[src/design/mrfc_pkg.sv]
// Shared types and constants for the meter response frame checker.
`timescale 1ns / 1ps
package mrfc_pkg;

	localparam logic [1:0] OP_START   = 2'd0;
	localparam logic [1:0] OP_BYTE    = 2'd1;
	localparam logic [1:0] OP_TIMEOUT = 2'd2;

	localparam logic [2:0] ST_OK          = 3'd0;
	localparam logic [2:0] ST_NO_END      = 3'd1;
	localparam logic [2:0] ST_OVERSIZE    = 3'd2;
	localparam logic [2:0] ST_CRC_FAIL    = 3'd3;
	localparam logic [2:0] ST_ADDR_FAIL   = 3'd4;
	localparam logic [2:0] ST_BAD_COMMAND = 3'd5;
	localparam logic [2:0] ST_BAD_CODE    = 3'd6;

	localparam logic [1:0] CFG_DEVICE_ADDRESS     = 2'd0;
	localparam logic [1:0] CFG_EXPECTED_CODE      = 2'd1;
	localparam logic [1:0] CFG_COMMAND_ERROR_CODE = 2'd2;

	localparam logic [31:0] ERROR_VALUE = 32'hBF80_0000;
	localparam logic [15:0] CRC_INIT    = 16'hFFFF;
	localparam logic [15:0] CRC_POLY    = 16'hA001;

	localparam logic [7:0] ADDR_BYTES      = 8'd4;
	localparam logic [7:0] CODE_POS        = 8'd4;
	localparam logic [7:0] LEN_POS         = 8'd5;
	localparam logic [7:0] DATA_POS        = 8'd6;
	localparam logic [7:0] DATA_END        = 8'd10;
	localparam logic [7:0] MIN_JUDGE_COUNT = 8'd6;
	localparam logic [7:0] LAST_OFFSET     = 8'd5;

	typedef struct packed {
		logic [1:0] operation;
		logic [7:0] rx_byte;
	} item_t;

	typedef struct packed {
		logic [2:0]  status;
		logic [31:0] value_bits;
		logic [7:0]  data_last_index;
	} result_t;

	typedef struct packed {
		logic [31:0] device_address;
		logic [7:0]  expected_code;
		logic [7:0]  command_error_code;
	} cfg_t;

endpackage

[src/design/mrfc_crc16.sv]
// One-byte CRC-16/MODBUS update, eight bit steps unrolled.
`timescale 1ns / 1ps
module mrfc_crc16
	import mrfc_pkg::*;
(
	input  logic [15:0] crc_in,
	input  logic [7:0]  data,
	output logic [15:0] crc_out
);

	always_comb begin
		logic [15:0] c;
		c = crc_in ^ {8'h00, data};
		for (int k = 0; k < 8; k++) begin
			if (c[0]) begin
				c = (c >> 1) ^ CRC_POLY;
			end else begin
				c = c >> 1;
			end
		end
		crc_out = c;
	end

endmodule

[src/design/mrfc_parser.sv]
// Frame state registers, per-byte update and frame judgment.
`timescale 1ns / 1ps
module mrfc_parser
	import mrfc_pkg::*;
#(
	parameter int BUF_LEN = 256
) (
	input  logic    clk,
	input  logic    arst_n,
	input  logic    step,
	input  item_t   item,
	input  cfg_t    cfg,
	output logic    res_valid,
	output result_t res
);

	localparam int CW = $clog2(BUF_LEN);

	logic [CW-1:0] cnt_q, cnt_nxt;
	logic [7:0]    len_q, len_nxt;
	logic [15:0]   crc0_q, crc0_nxt;
	logic [15:0]   crc1_q, crc1_nxt;
	logic [15:0]   crc2_q, crc2_nxt;
	logic [15:0]   last_q, last_nxt;
	logic          addr_ok_q, addr_ok_nxt;
	logic [7:0]    code_q, code_nxt;
	logic [31:0]   data_q, data_nxt;
	logic [2:0]    status_q, status_nxt;
	logic          rcv_q, rcv_nxt;
	logic [15:0]   crc_upd;
	logic [CW:0]   cnt_inc;
	logic [7:0]    idx8;
	logic [7:0]    cnt8;
	logic [1:0]    dsel;
	logic [2:0]    judged;

	mrfc_crc16 u_crc (
		.crc_in  (crc0_q),
		.data    (item.rx_byte),
		.crc_out (crc_upd)
	);

	always_comb begin
		cnt_nxt     = cnt_q;
		len_nxt     = len_q;
		crc0_nxt    = crc0_q;
		crc1_nxt    = crc1_q;
		crc2_nxt    = crc2_q;
		last_nxt    = last_q;
		addr_ok_nxt = addr_ok_q;
		code_nxt    = code_q;
		data_nxt    = data_q;
		status_nxt  = status_q;
		rcv_nxt     = rcv_q;
		res_valid   = 1'b0;
		res         = '0;
		idx8        = 8'(cnt_q);
		dsel        = 2'(idx8 - DATA_POS);
		cnt_inc     = (CW + 1)'(cnt_q) + (CW + 1)'(1);
		cnt8        = '0;
		judged      = ST_NO_END;

		case (item.operation)
			OP_START: begin
				cnt_nxt     = '0;
				len_nxt     = '0;
				crc0_nxt    = CRC_INIT;
				crc1_nxt    = CRC_INIT;
				crc2_nxt    = CRC_INIT;
				last_nxt    = '0;
				addr_ok_nxt = 1'b1;
				code_nxt    = '0;
				data_nxt    = '0;
				status_nxt  = ST_NO_END;
				rcv_nxt     = 1'b1;
			end
			OP_TIMEOUT: begin
				if (rcv_q) begin
					res_valid           = 1'b1;
					res.status          = status_q;
					res.value_bits      = ERROR_VALUE;
					res.data_last_index = '0;
					rcv_nxt             = 1'b0;
				end
			end
			OP_BYTE: begin
				if (rcv_q) begin
					if (idx8 < ADDR_BYTES) begin
						if (item.rx_byte != cfg.device_address[{idx8[1:0], 3'b000} +: 8]) begin
							addr_ok_nxt = 1'b0;
						end
					end else if (idx8 == CODE_POS) begin
						code_nxt = item.rx_byte;
					end else if (idx8 == LEN_POS) begin
						len_nxt = item.rx_byte;
					end else if (idx8 < DATA_END) begin
						data_nxt[{dsel, 3'b000} +: 8] = item.rx_byte;
					end
					crc2_nxt = crc1_q;
					crc1_nxt = crc0_q;
					crc0_nxt = crc_upd;
					last_nxt = {last_q[7:0], item.rx_byte};
					if (cnt_inc >= (CW + 1)'(BUF_LEN)) begin
						cnt_nxt     = '0;
						crc0_nxt    = CRC_INIT;
						crc1_nxt    = CRC_INIT;
						crc2_nxt    = CRC_INIT;
						addr_ok_nxt = 1'b1;
					end else begin
						cnt_nxt = cnt_inc[CW-1:0];
					end
					cnt8 = 8'(cnt_nxt);

					if (cnt8 <= MIN_JUDGE_COUNT || cnt8 < len_nxt) begin
						judged = ST_NO_END;
					end else if (cnt8 > len_nxt) begin
						judged = ST_OVERSIZE;
					end else if ({last_nxt[7:0], last_nxt[15:8]} != crc2_nxt) begin
						judged = ST_CRC_FAIL;
					end else if (!addr_ok_nxt) begin
						judged = ST_ADDR_FAIL;
					end else if (code_nxt != cfg.expected_code) begin
						judged = (code_nxt == cfg.command_error_code) ? ST_BAD_COMMAND
							: ST_BAD_CODE;
					end else begin
						judged = ST_OK;
					end
					status_nxt = judged;
					if (judged == ST_OK) begin
						res_valid           = 1'b1;
						res.status          = ST_OK;
						res.value_bits      = data_nxt;
						res.data_last_index = cnt8 - LAST_OFFSET;
						rcv_nxt             = 1'b0;
					end
				end
			end
			default: begin
			end
		endcase
	end

	always_ff @(posedge clk or negedge arst_n) begin
		if (!arst_n) begin
			cnt_q     <= '0;
			len_q     <= '0;
			crc0_q    <= CRC_INIT;
			crc1_q    <= CRC_INIT;
			crc2_q    <= CRC_INIT;
			last_q    <= '0;
			addr_ok_q <= 1'b1;
			code_q    <= '0;
			data_q    <= '0;
			status_q  <= ST_NO_END;
			rcv_q     <= 1'b0;
		end else if (step) begin
			cnt_q     <= cnt_nxt;
			len_q     <= len_nxt;
			crc0_q    <= crc0_nxt;
			crc1_q    <= crc1_nxt;
			crc2_q    <= crc2_nxt;
			last_q    <= last_nxt;
			addr_ok_q <= addr_ok_nxt;
			code_q    <= code_nxt;
			data_q    <= data_nxt;
			status_q  <= status_nxt;
			rcv_q     <= rcv_nxt;
		end
	end

endmodule

[config.mk]
export PLATFORM = sky130hd
export DESIGN_NAME = mrfc_parser
export DESIGN_NICKNAME = d
export VERILOG_FILES = /design/src/design/mrfc_pkg.sv /design/src/design/mrfc_crc16.sv /design/src/design/mrfc_parser.sv
export SDC_FILE = /design/constraint.sdc
export NUM_CORES = 1
export LEC_CHECK = 0
export BUFFER_PORTS_ARGS = -buffer_cell sky130_fd_sc_hd__buf_2
export CORE_UTILIZATION = 30
export DETAILED_ROUTE_END_ITERATION = 16
export HOLD_SLACK_MARGIN = 0.15
export PLACE_DENSITY_LB_ADDON = 0.25
export SYNTH_ARGS = -nofsm -noshare
export SYNTH_HDL_FRONTEND = slang
export SYNTH_SLANG_ARGS = --single-unit
[constraint.sdc]
create_clock -name clk -period 5.2 [get_ports clk]
set_input_delay 1.04 -clock clk [delete_from_list [all_inputs] [get_ports clk]]
set_output_delay 1.04 -clock clk [all_outputs]
set_load 0.01 [all_outputs]
==> results of run 1 <==
==> per-layer routing <==
layer / GRT usage, % / vias up / wire, µm
met3: 3.537 / 29 / 1285
met1: 27.44 / 2831 / 9827
met5: 0 / - / 0
met4: 4.388 / 0 / 309
met2: 30.42 / 205 / 9711
li1: - / 2718 / -
==> sequential cells by signal, indices dropped and copies added, names as in the netlist <==
| register | cells |
|---|---|
| len_q | 8 |
| status_q | 3 |
| addr_ok_q | 1 |
| cnt_q | 8 |
| code_q | 8 |
| last_q | 8 |
| data_q | 32 |
| crc0_q | 16 |
| crc1_q | 11 |
| rcv_q | 1 |
==> worst max-delay path: stages (launching register included) <==
cell	delay [ps]
dfrtp_1	510
nor4_4	490
nand4b_1	140
buf_4	210
mux2i_1	170
ha_1	310
nor2b_1	130
o211ai_1	100
a21oi_1	160
nor2_1	130
nor4b_1	330
nand3_1	330
o21ai_0	330
buf_2	180
==> cell usage after synthesis, drive strengths merged, types with 2 or more instances <==
cell	number	area, µm²
o211ai	3	27.52
a22oi	2	15.01
a311oi	3	26.28
clkbuf	34	128.9
ha	20	250.2
and3	17	106.4
o22a	19	166.4
a31oi	6	37.54
buf	17	121.4
o22ai	5	31.28
a221oi	5	56.31
o31ai	2	15.01
a22o	49	429.2
dfrtp	67	1677
xnor2	44	385.4
mux2i	7	70.07
a21oi	47	317.8
nor4b	2	17.52
nor2	41	168.9
nand3	37	190.2
and2	5	31.28
a21o	4	30.03
nor4	5	61.31
nand2	61	229.0
or2	2	12.52
nand4b	2	17.52
o2111ai	2	17.52
nand3b	2	15.01
nand2b	4	25.02
mux4	8	180.2
o21ai	44	220.2
dfstp	29	762.0
nand4	12	96.34
nor3	16	80.08
xor2	24	210.2
nor2b	6	37.54
nor4bb	2	20.02
inv	25	93.84
==> report_power, final <==
group | switching [mW] | internal, mW
clock network | 0.316 | 0.325
registers | 0.108 | 0.892
logic | 0.665 | 0.486
==> final timing paths <==
check	start	endpoint	cells past startpoint
max in group asynchronous	arst_n	cnt_q[1]$_DFFE_PN0P_	2
hold reg to reg	len_q[2]$_DFFE_PN0P_	len_q[2]$_DFFE_PN0P_	2
setup / recovery	cnt_q[4]$_DFFE_PN0P_	res[31]	13
setup reg to reg	cnt_q[0]$_DFFE_PN0P_	status_q[0]$_DFFE_PN1P_	13
min in group asynchronous	arst_n	data_q[3]$_DFFE_PN0P_	1
hold / removal	len_q[2]$_DFFE_PN0P_	len_q[2]$_DFFE_PN0P_	2
==> metrics by stage <==
step / hold slack, ps / cell area, µm² / cells / power (mW) / setup WS (ps)
2_1_floorplan: 449.6 / 6535 / 696 / 1.818 / 804.9
3_3_place_gp: 464.3 / 7355 / 1051 / 2.147 / 603.3
3_5_place_dp: 474.8 / 7355 / 1051 / 2.155 / 545.0
4_1_cts: 490.4 / 7627 / 1067 / 2.805 / 159.5
5_1_grt: 518.3 / 7635 / 1067 / 2.954 / 33.24
6_report: 486.7 / 7635 / 1067 / 2.791 / 268.6
==> layout make-up <==
class / count / area [µm²] / share of cell area, %
multi-input cells: 524 / 3755 / 49.18
flip-flops and latches: 96 / 2440 / 31.96
repair buffers: 131 / 729.5 / 9.554
well taps: 275 / 344.1 / 4.507
clock buffers: 9 / 225.2 / 2.950
inverters: 25 / 93.84 / 1.229
clock inverters: 7 / 47.55 / 0.6227
==> kinds of logic after synthesis <==
| group | share of synthesized area [%] |
|---|---|
| AOI/OAI and AO/OA | 22.61 |
| xor gates and xnor gates | 9.114 |
| adders and majority gates | 3.829 |
| buffers and inverters | 5.265 |
| DFF | 37.32 |
| muxes | 3.829 |
| and+or+nand+nor | 18.04 |
==> repair_timing <==
| action | 4_1_cts | 5_1_grt |
|---|---|---|
| endpoints found under the hold margin | 0 | 0 |
| gates resized for setup | 0 | 3 |
| endpoints found under the setup margin | 0 | 26 |
==> impl_metrics.yaml, run 1 <==
detailed_routing:
  drtIter0Drc: 430
  drc_errors: 0
  finalWirelength_um: 21130
  vias: 5783
  wl_per_cell_um: 19.81
  vias_per_cell: 5.420
  drt.antenna.violating_nets: 0
  dr.pass1.iters: 5
synthesis:
  syn_inst: 696
  synth-seq-cells: 96
  synthArstFlopShare_pct: 100.0
  synth_edf_count: 0
  synthFlopType: "dfrtp_1"
  synth_cell_type_count: 68
  syn_nets: 777
  syn_area_um2: 6535
  syn_area_per_cell_um2: 9.389
  yosysWarnings: 0
  ys_seq_area_share_pct: 37.32
clock_tree:
  clk_pin_slew_ps: 80
  htreeDepth: 3
  tritoncts: "yes"
  cts_buffer_depth: 2
  worstSkewPairLatency_ps: 360
  ctsHoldBuffers: 0
  cts.sinks: 96
  cts_buffers: 9
  clock_tree.root_cell: "clkbuf_16"
  cts_setup_buffers: 0
sta:
  tightest_slew_ps: 1104
  max_freq_ghz: 0.2028
  maxSlewHeadroom_pct: 26.25
  min_period_ps: 4931
  finalSetupViolations: 0
  rsz0062_at_grt: "false"
  drv_slew: 0
  hold_viol: 0
  min_period_over_period_pct: 94.83
  setup-tns-final_ps: 0
  skew_ps: 12.02
global_routing:
  grtUsageTotal_pct: 19.39
  grt_overflow: 0
  grt_pass1_vias: 5573
  grt_max_degree: 60
  grt_first_pass_wirelength_um: 32640
  antenna_found_initial: 0
floorplan:
  start_util_pct: 30.80
  fp.dieH_um: 149.6
  num_rows: 53
  die_area_um2: 22380
  die_width_um: 149.6
  core_area_um2: 21220
  ios: 105
finish:
  fillers: 2214
  syn_to_final_growth_pct: 16.83
  antenna_cells: 0
  final_nets: 868
  final_common_cell: "buf_2"
  fin_util_pct: 35.98
  drive_gt1_share_pct: 28.41
  layout_common_cells: "buf_2, dfrtp_1, nand2_1"
place:
  gp_congestion: 0.8882
  port_buffers: 104
  post-dp-hpwl_um: 15240
critical_path:
  startpoint_type: "register"
  r2r_setup_slack_ps: 1860
  critical_path.endpoint_type: "primary output"
  crit_arrival_ps: 3890
  required_ps: 4160
  crit_path_max_fanout: 11
  crit_type: "register to primary output"
pwr:
  leakage_nw: 3.354
  power_density_nw_per_um2: 365.6
  ir_drop_v: 0.0001854
job:
  max_cap_violations: 0
outcome:
  status: "finished, final reports clean"
min_path:
  hold_path.class: "register to register"
No activity file was read; power rests on OpenSTA's default activity.
==> run 2, diff against run 1 <==
--- a/config.mk
+++ b/config.mk
@@ -5,6 +5,7 @@
 export SDC_FILE = /design/constraint.sdc
 export NUM_CORES = 1
 export LEC_CHECK = 0
+export ABC_AREA = 1
 export BUFFER_PORTS_ARGS = -buffer_cell sky130_fd_sc_hd__buf_2
 export CORE_UTILIZATION = 30
 export DETAILED_ROUTE_END_ITERATION = 16
==> impl_metrics.yaml, run 2 <==
outcome:
  status: "finished, final reports clean"
pwr:
  ir_drop_v: 0.0001653
  leakage_nw: 3.978
  power_density_nw_per_um2: 388.5
  total_power_mw: 3.053
global_routing:
  antenna_found_initial: 0
  grt_max_degree: 64
  grt_pass1_vias: 5951
  grtUsageTotal_pct: 18.82
  grt_overflow: 0
  grt_first_pass_wirelength_um: 32570
synthesis:
  yosysTopAreaCellShare_pct: 25.06
  synth-seq-cells: 96
  synth.most_common_cell: "nand2_1"
  syn_area_um2: 6690
  synth_cell_type_count: 40
  syn_area_per_cell_um2: 6.983
  syn_nets: 1039
  ys_seq_area_share_pct: 36.45
  synth_area_leaders: "dfrtp_1, nand2_1, dfstp_2, inv_1, o21ai_0"
  synth_commonest_cells: "nand2_1, inv_1, o21ai_0"
  yosys.area.top_type: "dfrtp_1"
  synth_edf_count: 0
  synthFlopType: "dfrtp_1"
  yosysWarnings: 0
  synthArstFlopShare_pct: 100.0
  syn_inst: 958
clock_tree:
  ctsHoldBuffers: 0
  worstSkewPairLatency_ps: 350
  htreeDepth: 3
  clk_pin_slew_ps: 70
  cts_buffer_depth: 2
  tritoncts: "yes"
  cts.sinks: 96
  cts_buffers: 9
  clock_tree.root_cell: "clkbuf_16"
detailed_routing:
  vias: 6459
  finalWirelength_um: 20740
  dr_wl_met2_um: 9435
  vias_per_cell: 4.835
  top_layer_used: "met4"
  met1Wirelength_um: 9721
  met3_wirelength_um: 1216
  drt.antenna.violating_nets: 0
  dr.pass1.iters: 7
  drtIter0Drc: 436
  drc_errors: 0
  wl_per_cell_um: 15.53
finish:
  syn_to_final_growth_pct: 17.45
  layout_common_cells: "nand2_1, inv_1, buf_2"
  final_common_cell: "nand2_1"
  fin_area_um2: 7858
  fillers: 2371
  fin_util_pct: 36.00
  final_nets: 1132
  largest_register_ffs: 32
  final_cells: 1336
  reg.largest.list: "data_q x32, crc0_q x16, crc1_q x11"
  largest_register: "data_q"
  drive_gt1_share_pct: 21.31
  antenna_cells: 0
floorplan:
  start_util_pct: 30.66
  num_rows: 54
  die_width_um: 151.3
  core_area_um2: 21820
  ios: 105
  fp.dieH_um: 151.3
  die_area_um2: 22900
sta:
  max_freq_ghz: 0.2053
  maxSlewHeadroom_pct: 31.80
  drv_slew: 0
  tightest_slew_ps: 1019
  skew_ps: 4.660
  setup_slack_ps: 328.3
  finalSetupViolations: 0
  min_period_over_period_pct: 93.69
  setup-tns-final_ps: 0
  rsz0062_at_grt: "false"
  min_period_ps: 4872
  fin_hold_ws_ps: 481.7
  hold_viol: 0
place:
  post-dp-hpwl_um: 15140
  postPlaceCellArea_um2: 7533
  dp.cells: 1316
  port_buffers: 104
  post-place-ws_ps: 371.3
  gp_congestion: 0.8584
critical_path:
  required_ps: 4160
  startpoint_type: "register"
  crit_type: "register to primary output"
  crit_path_max_fanout: 22
  critical_path.endpoint_type: "primary output"
  crit_arrival_ps: 3830
  reg2reg_depth: 21
job:
  max_cap_violations: 0
min_path:
  hold_path.class: "register to register"
  min_delay_path_depth: 2
-- run 2: cell count changes after synthesis, sizes merged, moves of 10 or more --
cell / change
nand3: +24
and3: -17
o22ai: +46
a21oi: -31
o21ai: +46
nor3: -10
o22a: -15
xnor2: -31
nand2: +209
a22o: -48
inv: +101
nor2: +61
-- run 2: critical path, stage by stage (launching register included) --
cell,delay (ps)
dfrtp_2,440
ha_1,220
nand2_2,90
nor2_4,170
nand2_4,160
nand3_1,190
inv_1,110
ha_1,320
a21oi_1,130
nor2_1,50
a211oi_1,240
nand2_1,80
nand2_1,140
nor2_1,50
nand3_1,70
a21oi_1,60
nor2_2,200
nand4_4,250
buf_12,250
nor2_1,100
buf_2,140
-- run 2: timing repair --
item | in CTS | in global routing
gates resized for setup | 3 | 11
pin swaps | 0 | 1
setup endpoints to repair | 7 | 40
setup buffers | 0 | 4
-- run 2: report_power, final --
part	switching (mW)	total, mW	internal, mW	leakage (nW)
logic	0.868	1.34	0.474	2.62
clock network	0.303	0.640	0.338	0.140
registers	0.109	1.07	0.962	1.21
total	1.28	3.05	1.77	3.98
-- run 2: area by class of cell --
cell class	instances	area [µm²]	area share, %
multi-input cells	686	3583	45.61
clock buffers	11	242.7	3.089
flip-flops and latches	96	2442	31.08
inverters	129	485.5	6.178
repair buffers	129	723.2	9.204
well taps	280	350.3	4.459
clock inverters	5	30.03	0.3822
-- run 2: kinds of logic (layout without fill, tap and decap cells) --
family / after synthesis / count (layout) / share of synthesized area (%)
and+or+nand+nor: 448 / 448 / 28.82
DFF: 96 / 96 / 36.45
xor gates and xnor gates: 38 / 38 / 4.975
AOI/OAI and AO/OA: 180 / 180 / 15.52
adders and majority gates: 20 / 20 / 3.740
buffers and inverters: 176 / 274 / 10.49
-- run 2: worst paths after layout --
path | startpoint | end | slack, ps
setup / recovery | cnt_q[0]$_DFFE_PN0P_ | res[10] | 330
hold / removal | data_q[18]$_DFFE_PN0P_ | data_q[18]$_DFFE_PN0P_ | 480
setup reg to reg | cnt_q[0]$_DFFE_PN0P_ | rcv_q$_DFFE_PN0P_ | 1950
hold reg to reg | data_q[18]$_DFFE_PN0P_ | data_q[18]$_DFFE_PN0P_ | 480
max in group asynchronous | arst_n | crc1_q[5]$_DFFE_PN1P_ | 3410
min in group asynchronous | arst_n | rcv_q$_DFFE_PN0P_ | 750
-- run 2: per-layer routing --
metal	global-route usage (%)	vias to the layer above
met5	0	-
li1	-	3271
met2	29.86	156
met1	25.54	3012
met3	3.735	20
met4	5.850	0
